File: config.mk
export PLATFORM = sky130hd
export DESIGN_NAME = riec_isqrt
export DESIGN_NICKNAME = d
export VERILOG_FILES = /design/src/rtl/core/riec_pkg.sv /design/src/rtl/core/riec_isqrt.sv
export SDC_FILE = /design/constraint.sdc
export NUM_CORES = 1
export LEC_CHECK = 0
export BUFFER_PORTS_ARGS = -buffer_cell sky130_fd_sc_hd__buf_2
export CAP_MARGIN = 20
export CELL_PAD_IN_SITES_DETAIL_PLACEMENT = 1
export CELL_PAD_IN_SITES_GLOBAL_PLACEMENT = 1
export CORE_AREA = 5 5 238 240
export DETAILED_ROUTE_END_ITERATION = 8
export DIE_AREA = 0 0 243 245
export PLACE_DENSITY_LB_ADDON = 0.1
export REMOVE_ABC_BUFFERS = 1
export SLEW_MARGIN = 20
export SYNTH_ARGS = -nofsm -noshare
export SYNTH_HDL_FRONTEND = slang
export SYNTH_SLANG_ARGS = --single-unit
File: constraint.sdc
create_clock -name aclk -period 4.8 [get_ports aclk]
set_clock_uncertainty 0.15 [all_clocks]
set_input_delay 1.2 -clock aclk [delete_from_list [all_inputs] [get_ports aclk]]
set_output_delay 1.2 -clock aclk [all_outputs]
set_load 0.01 [all_outputs]
File: src/rtl/core/riec_pkg.sv
package riec_pkg;

    // Port widths
    localparam int S_TDATA_W = 56;  // px, py, pz, valid_req, surface_class, zero fill
    localparam int M_TDATA_W = 24;  // row, col, label
    localparam int CFG_AW    = 3;
    localparam int CFG_DW    = 16;

    // Configuration register indexes
    localparam logic [CFG_AW-1:0] REG_ROWS_IN_USE       = 3'd0;
    localparam logic [CFG_AW-1:0] REG_COLS_IN_USE       = 3'd1;
    localparam logic [CFG_AW-1:0] REG_VERTICAL_FACTOR   = 3'd2;
    localparam logic [CFG_AW-1:0] REG_HORIZONTAL_FACTOR = 3'd3;
    localparam logic [CFG_AW-1:0] REG_BASE_ERROR        = 3'd4;
    localparam logic [CFG_AW-1:0] REG_MAX_THRESHOLD     = 3'd5;

    // Register values after reset
    localparam logic [10:0] RST_ROWS_IN_USE = 11'd64;
    localparam logic [11:0] RST_COLS_IN_USE = 12'd1024;
    localparam logic [15:0] RST_FACTOR      = 16'd256;
    localparam logic [15:0] RST_BASE_ERROR  = 16'd30;
    localparam logic [15:0] RST_MAX_THRESH  = 16'd200;

    // Request kind on tuser
    localparam logic OP_PIXEL = 1'b0;
    localparam logic OP_FLUSH = 1'b1;

    // Surface classes
    localparam logic [1:0] CLS_ROAD = 2'd1;
    localparam logic [1:0] CLS_HIGH = 2'd2;

    // Square root pipeline depth (two result bits per stage)
    localparam int SQ_LAT = 8;

    typedef enum logic [2:0] {
        LBL_INVALID    = 3'd0,
        LBL_GROUND     = 3'd1,
        LBL_BACKGROUND = 3'd2,
        LBL_EDGE       = 3'd3,
        LBL_UNKNOWN    = 3'd4
    } label_t;

    // One stored pixel: p[0] = x, p[1] = y, p[2] = z
    typedef struct packed {
        logic [1:0]       sclass;
        logic             vld;
        logic [2:0][15:0] p;
    } ent_t;

endpackage

File: src/rtl/core/riec_isqrt.sv
module riec_isqrt (
    input  logic        aclk,
    input  logic        en,
    input  logic [31:0] rad,
    output logic [15:0] root
);
    import riec_pkg::*;

    typedef struct packed {
        logic [16:0] rem;
        logic [15:0] res;
    } sq_state_t;

    // One digit-by-digit step: bring in two radicand bits, try one root bit
    function automatic sq_state_t sq_iter(sq_state_t s, logic [1:0] b);
        logic [18:0] sh;
        logic [18:0] trial;
        sq_state_t   o;
        sh    = {s.rem, b};
        trial = {1'b0, s.res, 2'b01};
        if (sh >= trial) begin
            o.rem = 17'(sh - trial);
            o.res = {s.res[14:0], 1'b1};
        end else begin
            o.rem = sh[16:0];
            o.res = {s.res[14:0], 1'b0};
        end
        return o;
    endfunction

    sq_state_t   st_reg  [SQ_LAT];
    logic [31:0] rad_reg [SQ_LAT];

    // First stage takes the top four radicand bits
    always_ff @(posedge aclk) begin
        if (en) begin
            st_reg[0]  <= sq_iter(sq_iter('0, rad[31:30]), rad[29:28]);
            rad_reg[0] <= rad;
        end
    end

    for (genvar k = 1; k < SQ_LAT; k++) begin : g_stage
        always_ff @(posedge aclk) begin
            if (en) begin
                st_reg[k]  <= sq_iter(sq_iter(st_reg[k-1], rad_reg[k-1][31-4*k -: 2]),
                                      rad_reg[k-1][29-4*k -: 2]);
                rad_reg[k] <= rad_reg[k-1];
            end
        end
    end

    assign root = st_reg[SQ_LAT-1].res;

endmodule

==> results.txt, run 1 <==
worst setup path class -> reg2reg
CTS H-Tree Depth -> 2
FFs w/ async S/R, synth -> 0
CTS Root Cell -> clkbuf_16
Die Span Y -> 245 um
RSZ-0062 raised after global routing -> true
vias in the first global route -> 15,100
HP Start -> rad_reg[1][16]
Synth Cell Area -> 0.0188 mm^2
syn avg cell area -> 10.4 um^2
fmax -> 213 MHz
CTS Buffer Depth -> 3
critical path fanouts, max -> 6
synth cell count leaders -> 296 x edfxtp_1, 155 x nor2_1, 150 x a21oi_1, 148 x ha_1, 128 x nand2_1
hold crit path type -> reg2reg
Sequential Power Share -> 0.336
Yosys cell types -> 78
leak pwr -> 9.52 nW
reg2reg path depth -> 15
global-route wire length before repair -> 82,700 um
drt first pass iters -> 5
total clock sinks -> 296
post-synth top area share -> 0.474
R2R Setup Slk -> 0.1 ns
sw frac -> 0.350
Hold Fails Final Rpt -> 0
Worst slew margin -> 0.458
Post-synth EDFFs -> 296
final WL -> 52,200 um
total track usage -> 0.170
cell taking the most area after synthesis -> edfxtp_1
CP arrival -> 4.87 ns
required time worst endpoint -> 4.97 ns
fin util -> 0.432
total grt overflow -> 0
Min-Delay Endpoint -> rad_reg[2][16]
min cycle time layout -> 4.70 ns
most common cell in the synthesized netlist -> edfxtp_1
Warnings, synthesis -> 0
Buffers on Ports -> 49
CP endpoint kind -> register
Setup TNS Final -> 0 ns
cts bufs inserted -> 36
NetSw -> 3.85 mW
max cap viols -> 0
Antenna Nets Post-Route -> 0
Layout area overhead -> 25.2%
critical path launch point type -> register
RR Startpoint -> st_reg[1][19]
FILL cells -> 6,011
status -> finished, final reports clean
initial core utilization -> 0.345
layout cells sized above 1 -> 0.241
Hold Path Cell Cnt -> 0
row cnt -> 86
Die Area -> 0.0595 mm^2
CORE AREA -> 0.0544 mm^2
total power per unit cell area -> 468 mW/mm^2
antenna fix cells -> 0
Slew Limit Fails -> 0
worst r2r dst -> st_reg[1][58]
clock slew at reported path FFs -> 0.06 ns
Slew @ Worst Pin -> 0.806 ns
Int Power -> 7.15 mW
GP Congestion -> 0.869
HPWL Detailed -> 40,300 um
# IOs -> 50
TritonCTS clock tree -> yes
Routed wire per std cell -> 18.6 um
Remaining DRCs -> 0
Final Power -> 11.0 mW
Synth Instances -> 1,797
Seq cells post-synth -> 296
Final setup viols -> 0
ys flop type -> edfxtp_1
Via density -> 5.19
sequential-to-total area share from yosys stat -> 0.474
pin count of the biggest net entering global routing -> 92
part of the cycle the worst path needs -> 0.980
Final Net Count -> 2,259
Die X -> 243 um
Largest register FFs -> 184
Starting DRT DRC Count -> 672
CTS Hold Buffers Added -> 0
vias -> 14,600
Peak supply drop -> 251 uV
ranking of synthesized cells by area -> edfxtp_1 47%, ha_1 9.9%, xnor2_1 4.1%
Gate power share -> 0.416
initial antenna violation count -> 0
Clk pwr share -> 0.247
latest clock arrival within the worst-skew pair -> 0.57 ns
-- metrics by stage --
stage	setup slack, ns	hold slack (ns)	instances	cell area (um^2)
after floorplan	-0.774	0.250	1747	18500
final	0.0964	0.261	2808	23500
after detailed placement	-0.196	0.255	2712	21300
after CTS	0.00272	0.264	2783	22700
after global placement	-0.0920	0.251	2712	21300
after global routing	-0.0852	0.271	2808	23500
-- layer usage --
layer	global-route usage	up-vias	share of wire
met2	0.286	159	0.47
met1	0.234	7126	0.47
li1	-	7228	-
met4	0.0426	0	0.024
met3	0.0226	72	0.028
met5	0	-	0
-- worst max path at each step --
stage	slack, ns	depth (start not counted)	end	from
finish	0.1	15	st_reg[1][58]	st_reg[1][19]
global route	-0.09	20	st_reg[1][92]	st_reg[1][40]
CTS	0.003	20	st_reg[1][95]	st_reg[1][33]
detailed placement	-0.20	19	st_reg[1][90]	st_reg[1][43]
global placement	-0.09	19	st_reg[1][25]	st_reg[0][100]
floorplan	-0.77	15	st_reg[0][118]	st_reg[0][92]
-- cells by family after synthesis --
kind of cell,count (synthesis),synth area share
simple gates,563,0.149
compound gates,442,0.154
flops,296,0.474
buf+inv,171,0.0387
fa+ha+maj,148,0.0987
xor+xnor,142,0.0663
mux,34,0.0197
other cells,1,0.000200
-- cells in the final DEF (no fill, tap or decap), types with 18 or more instances in the layout --
| cell | instances |
|---|---|
| a21oi_1 | 130 |
| edfxtp_1 | 296 |
| nand2b_1 | 18 |
| clkbuf_16 | 38 |
| buf_2 | 48 |
| o21a_1 | 34 |
| o21ai_0 | 66 |
| a21o_1 | 49 |
| a21oi_2 | 18 |
| nor2_1 | 150 |
| buf_4 | 229 |
| xor2_1 | 54 |
| xnor2_1 | 88 |
| nor4_1 | 18 |
| nand2_1 | 125 |
| nand4_1 | 23 |
| mux2_2 | 21 |
| ha_1 | 129 |
| nor2b_1 | 22 |
| nand3_1 | 29 |
| inv_1 | 105 |
| nor3_1 | 51 |
-- critical path, cell delays in order (launching register included) --
cell and delay, ns:
edfxtp_1 0.41, ha_1 0.36, nand4_1 0.14, buf_4 0.16, o41ai_4 0.34, buf_4 0.18, a211o_4 0.14, buf_6 0.14
mux2_2 0.35, ha_1 0.34, buf_4 0.17, and4_1 0.20, a311o_1 0.29, or4_4 0.65, buf_12 0.18, mux2_2 0.26
-- area by class of cell --
type                       count  area, um^2  area share
clock buffer                  42         923      0.0393
clock inverter                23         250      0.0106
inverter                     120         455      0.0194
multi-input combinational   1331        9870       0.420
sequential                   296        8890       0.378
tap                          704         881      0.0375
timing repair buffer         292        2240      0.0952
-- power by group through the flow --
stage / registers [mW] / clock network (mW) / logic, mW
after floorplan: 3.61 / 0 / 2.77
after global placement: 3.73 / 0 / 4.13
after detailed placement: 3.74 / 0 / 4.21
after CTS: 3.69 / 2.83 / 4.29
after global routing: 3.74 / 2.96 / 5.07
final: 3.70 / 2.72 / 4.58
-- repair_timing --
item,4_1_cts,5_1_grt
endpoints found under the setup margin,38,69
gates cloned,2,2
setup buffers,4,24
resized for setup,28,122
pin swaps,6,31
Note: power is estimated with default switching activity, not from simulation.
==> inputs of run 2 (changes only) <==
--- a/config.mk
+++ b/config.mk
@@ -5,13 +5,13 @@
 export SDC_FILE = /design/constraint.sdc
 export NUM_CORES = 1
 export LEC_CHECK = 0
-export BUFFER_PORTS_ARGS = -buffer_cell sky130_fd_sc_hd__buf_2
 export CAP_MARGIN = 20
 export CELL_PAD_IN_SITES_DETAIL_PLACEMENT = 1
 export CELL_PAD_IN_SITES_GLOBAL_PLACEMENT = 1
 export CORE_AREA = 5 5 238 240
 export DETAILED_ROUTE_END_ITERATION = 8
 export DIE_AREA = 0 0 243 245
+export DONT_BUFFER_PORTS = 1
 export PLACE_DENSITY_LB_ADDON = 0.1
 export REMOVE_ABC_BUFFERS = 1
 export SLEW_MARGIN = 20
==> results.txt, run 2 (same netlist as run 1, synthesis figures left out) <==
status -> finished, final reports clean
layout cells sized above 1 -> 0.238 (-0.00321)
vias -> 14,600 (-0.16%)
CORE AREA -> 0.0544 mm^2 (unchanged)
final WL -> 52,700 um (+1.0%)
Die Span Y -> 245 um (unchanged)
CTS Root Cell -> clkbuf_16
max cap viols -> 0 (unchanged)
CP arrival -> 4.93 ns (+0.06 ns)
Remaining DRCs -> 0 (unchanged)
# IOs -> 50 (unchanged)
Final Net Count -> 2,257 (-0.089%)
CP delay by family, top -> compound AO/OA/AOI/OAI gates
most common cell after layout, fill and taps aside -> edfxtp_1
global-route wire length before repair -> 82,300 um (-0.50%)
Peak supply drop -> 345 uV (+37%)
Worst path max stage delay -> 0.62 ns (-0.03 ns)
Final setup viols -> 0 (unchanged)
Seq. cell area -> 0.00889 mm^2 (unchanged)
CTS Buffer Depth -> 3 (unchanged)
CP endpoint kind -> register
Die Area -> 0.0595 mm^2 (unchanged)
FILL cells -> 5,988 (-0.38%)
RR Startpoint -> st_reg[1][17]
cts bufs inserted -> 39 (+8.3%)
Layout area overhead -> 25.5%
total grt overflow -> 0 (unchanged)
drt first pass iters -> 5 (unchanged)
TritonCTS clock tree -> yes
HP Start -> rad_reg[1][0]
critical path launch point type -> register
Routed wire per std cell -> 18.8 um (+1.1%)
instance area at placement -> 0.0213 mm^2 (about the same)
hold crit path type -> reg2reg
Largest register FFs -> 184 (unchanged)
most frequent cells in the layout -> 296 x edfxtp_1, 273 x buf_4, 150 x nor2_1
total power per unit cell area -> 471 mW/mm^2 (+0.56%)
Via density -> 5.19 (-0.13%)
Starting DRT DRC Count -> 677 (+0.74%)
crit path from -> st_reg[1][17]
Antenna Nets Post-Route -> 0 (unchanged)
Buffers on Ports -> 0 (-100%)
Slew @ Worst Pin -> 1.06 ns (+0.251 ns)
Hold Fails Final Rpt -> 0 (unchanged)
required time worst endpoint -> 4.94 ns (-0.03 ns)
total track usage -> 0.171 (+0.000493)
leak pwr -> 9.57 nW (+0.55%)
latest clock arrival within the worst-skew pair -> 0.56 ns (about the same)
RSZ-0062 raised after global routing -> true
GP Congestion -> 0.870 (about the same)
Buffers & Inverters on Critical Path -> 2 (-3)
fmax -> 209 MHz (-1.8%)
Slew Limit Fails -> 0 (unchanged)
initial core utilization -> 0.345 (unchanged)
row cnt -> 86 (unchanged)
HPWL Detailed -> 40,100 um (-0.51%)
clock slew at reported path FFs -> 0.06 ns (about the same)
total clock sinks -> 296 (unchanged)
critical path fanouts, max -> 5 (-1)
Slowest-stage cell, CP -> or4_4
initial antenna violation count -> 0 (unchanged)
Worst slew margin -> 0.295 (-0.163)
part of the cycle the worst path needs -> 0.997 (+0.0175)
Post-Layout Inst Area -> 0.0236 mm^2 (+0.21%)
Multi-input gate area -> 0.00980 mm^2 (-0.74%)
antenna fix cells -> 0 (unchanged)
pin count of the biggest net entering global routing -> 297 (+220%)
Die X -> 243 um (unchanged)
worst setup path class -> reg2reg
CTS H-Tree Depth -> 2 (unchanged)
vias in the first global route -> 15,100 (+0.020%)
crit-path cells -> ha_1, nand4_1, o21ba_4, a211o_1, a211o_4, nor2_4, a21oi_2, ha_1, a21o_1, a21o_1, a21oi_2, inv_2, o21ai_2, a41oi_2, o21a_1, or4_4, buf_12, mux2_2
Setup TNS Final -> 0 ns (unchanged)
min cycle time layout -> 4.79 ns (+0.0839 ns)
## run 2: worst paths after layout
check	end	slack, ns	depth (start not counted)
setup / recovery	st_reg[1][53]	0.01	18
hold / removal	rad_reg[2][0]	0.27	0
setup reg to reg	st_reg[1][53]	0.01	18
hold reg to reg	rad_reg[2][0]	0.27	0
## run 2: repair_timing
item / CTS / global route
setup buffers: 5 / 33
hold buffers: 0 / 0
pin swaps: 4 / 46
endpoints found under the setup margin: 44 / 83
cloned: 0 / 4
resized for setup: 30 / 113
## run 2: through the flow
step | instances | power (mW) | utilization | setup WS [ns] | hold slack [ns]
3_3_place_gp | 2696 | 7.85 | 0.391 | -0.0853 | 0.250
2_1_floorplan | 1747 | 6.38 | - | -0.774 | 0.250
5_1_grt | 2807 | 11.8 | 0.433 | -0.106 | 0.275
6_report | 2807 | 11.1 | 0.433 | 0.0124 | 0.266
4_1_cts | 2770 | 10.9 | 0.417 | -0.0126 | 0.268
3_5_place_dp | 2696 | 7.96 | 0.391 | -0.203 | 0.255
## run 2: report_power, final
part / internal [mW] / switching, mW
Sequential: 3.40 / 0.308
Clock: 1.66 / 1.15
Combinational: 2.19 / 2.38
Total: 7.25 / 3.84
## run 2: final cells by class
cell class,instances,share of cell area
tap,704,0.0374
timing repair buffer,287,0.0977
inverter,120,0.0192
sequential,296,0.377
multi-input combinational,1331,0.416
clock inverter,25,0.0101
clock buffer,44,0.0422
## run 2: metal layers
metal / GRT usage / share of wire
met5: 0 / 0
met4: 0.0347 / 0.018
met3: 0.0242 / 0.028
met2: 0.287 / 0.47
met1: 0.237 / 0.48
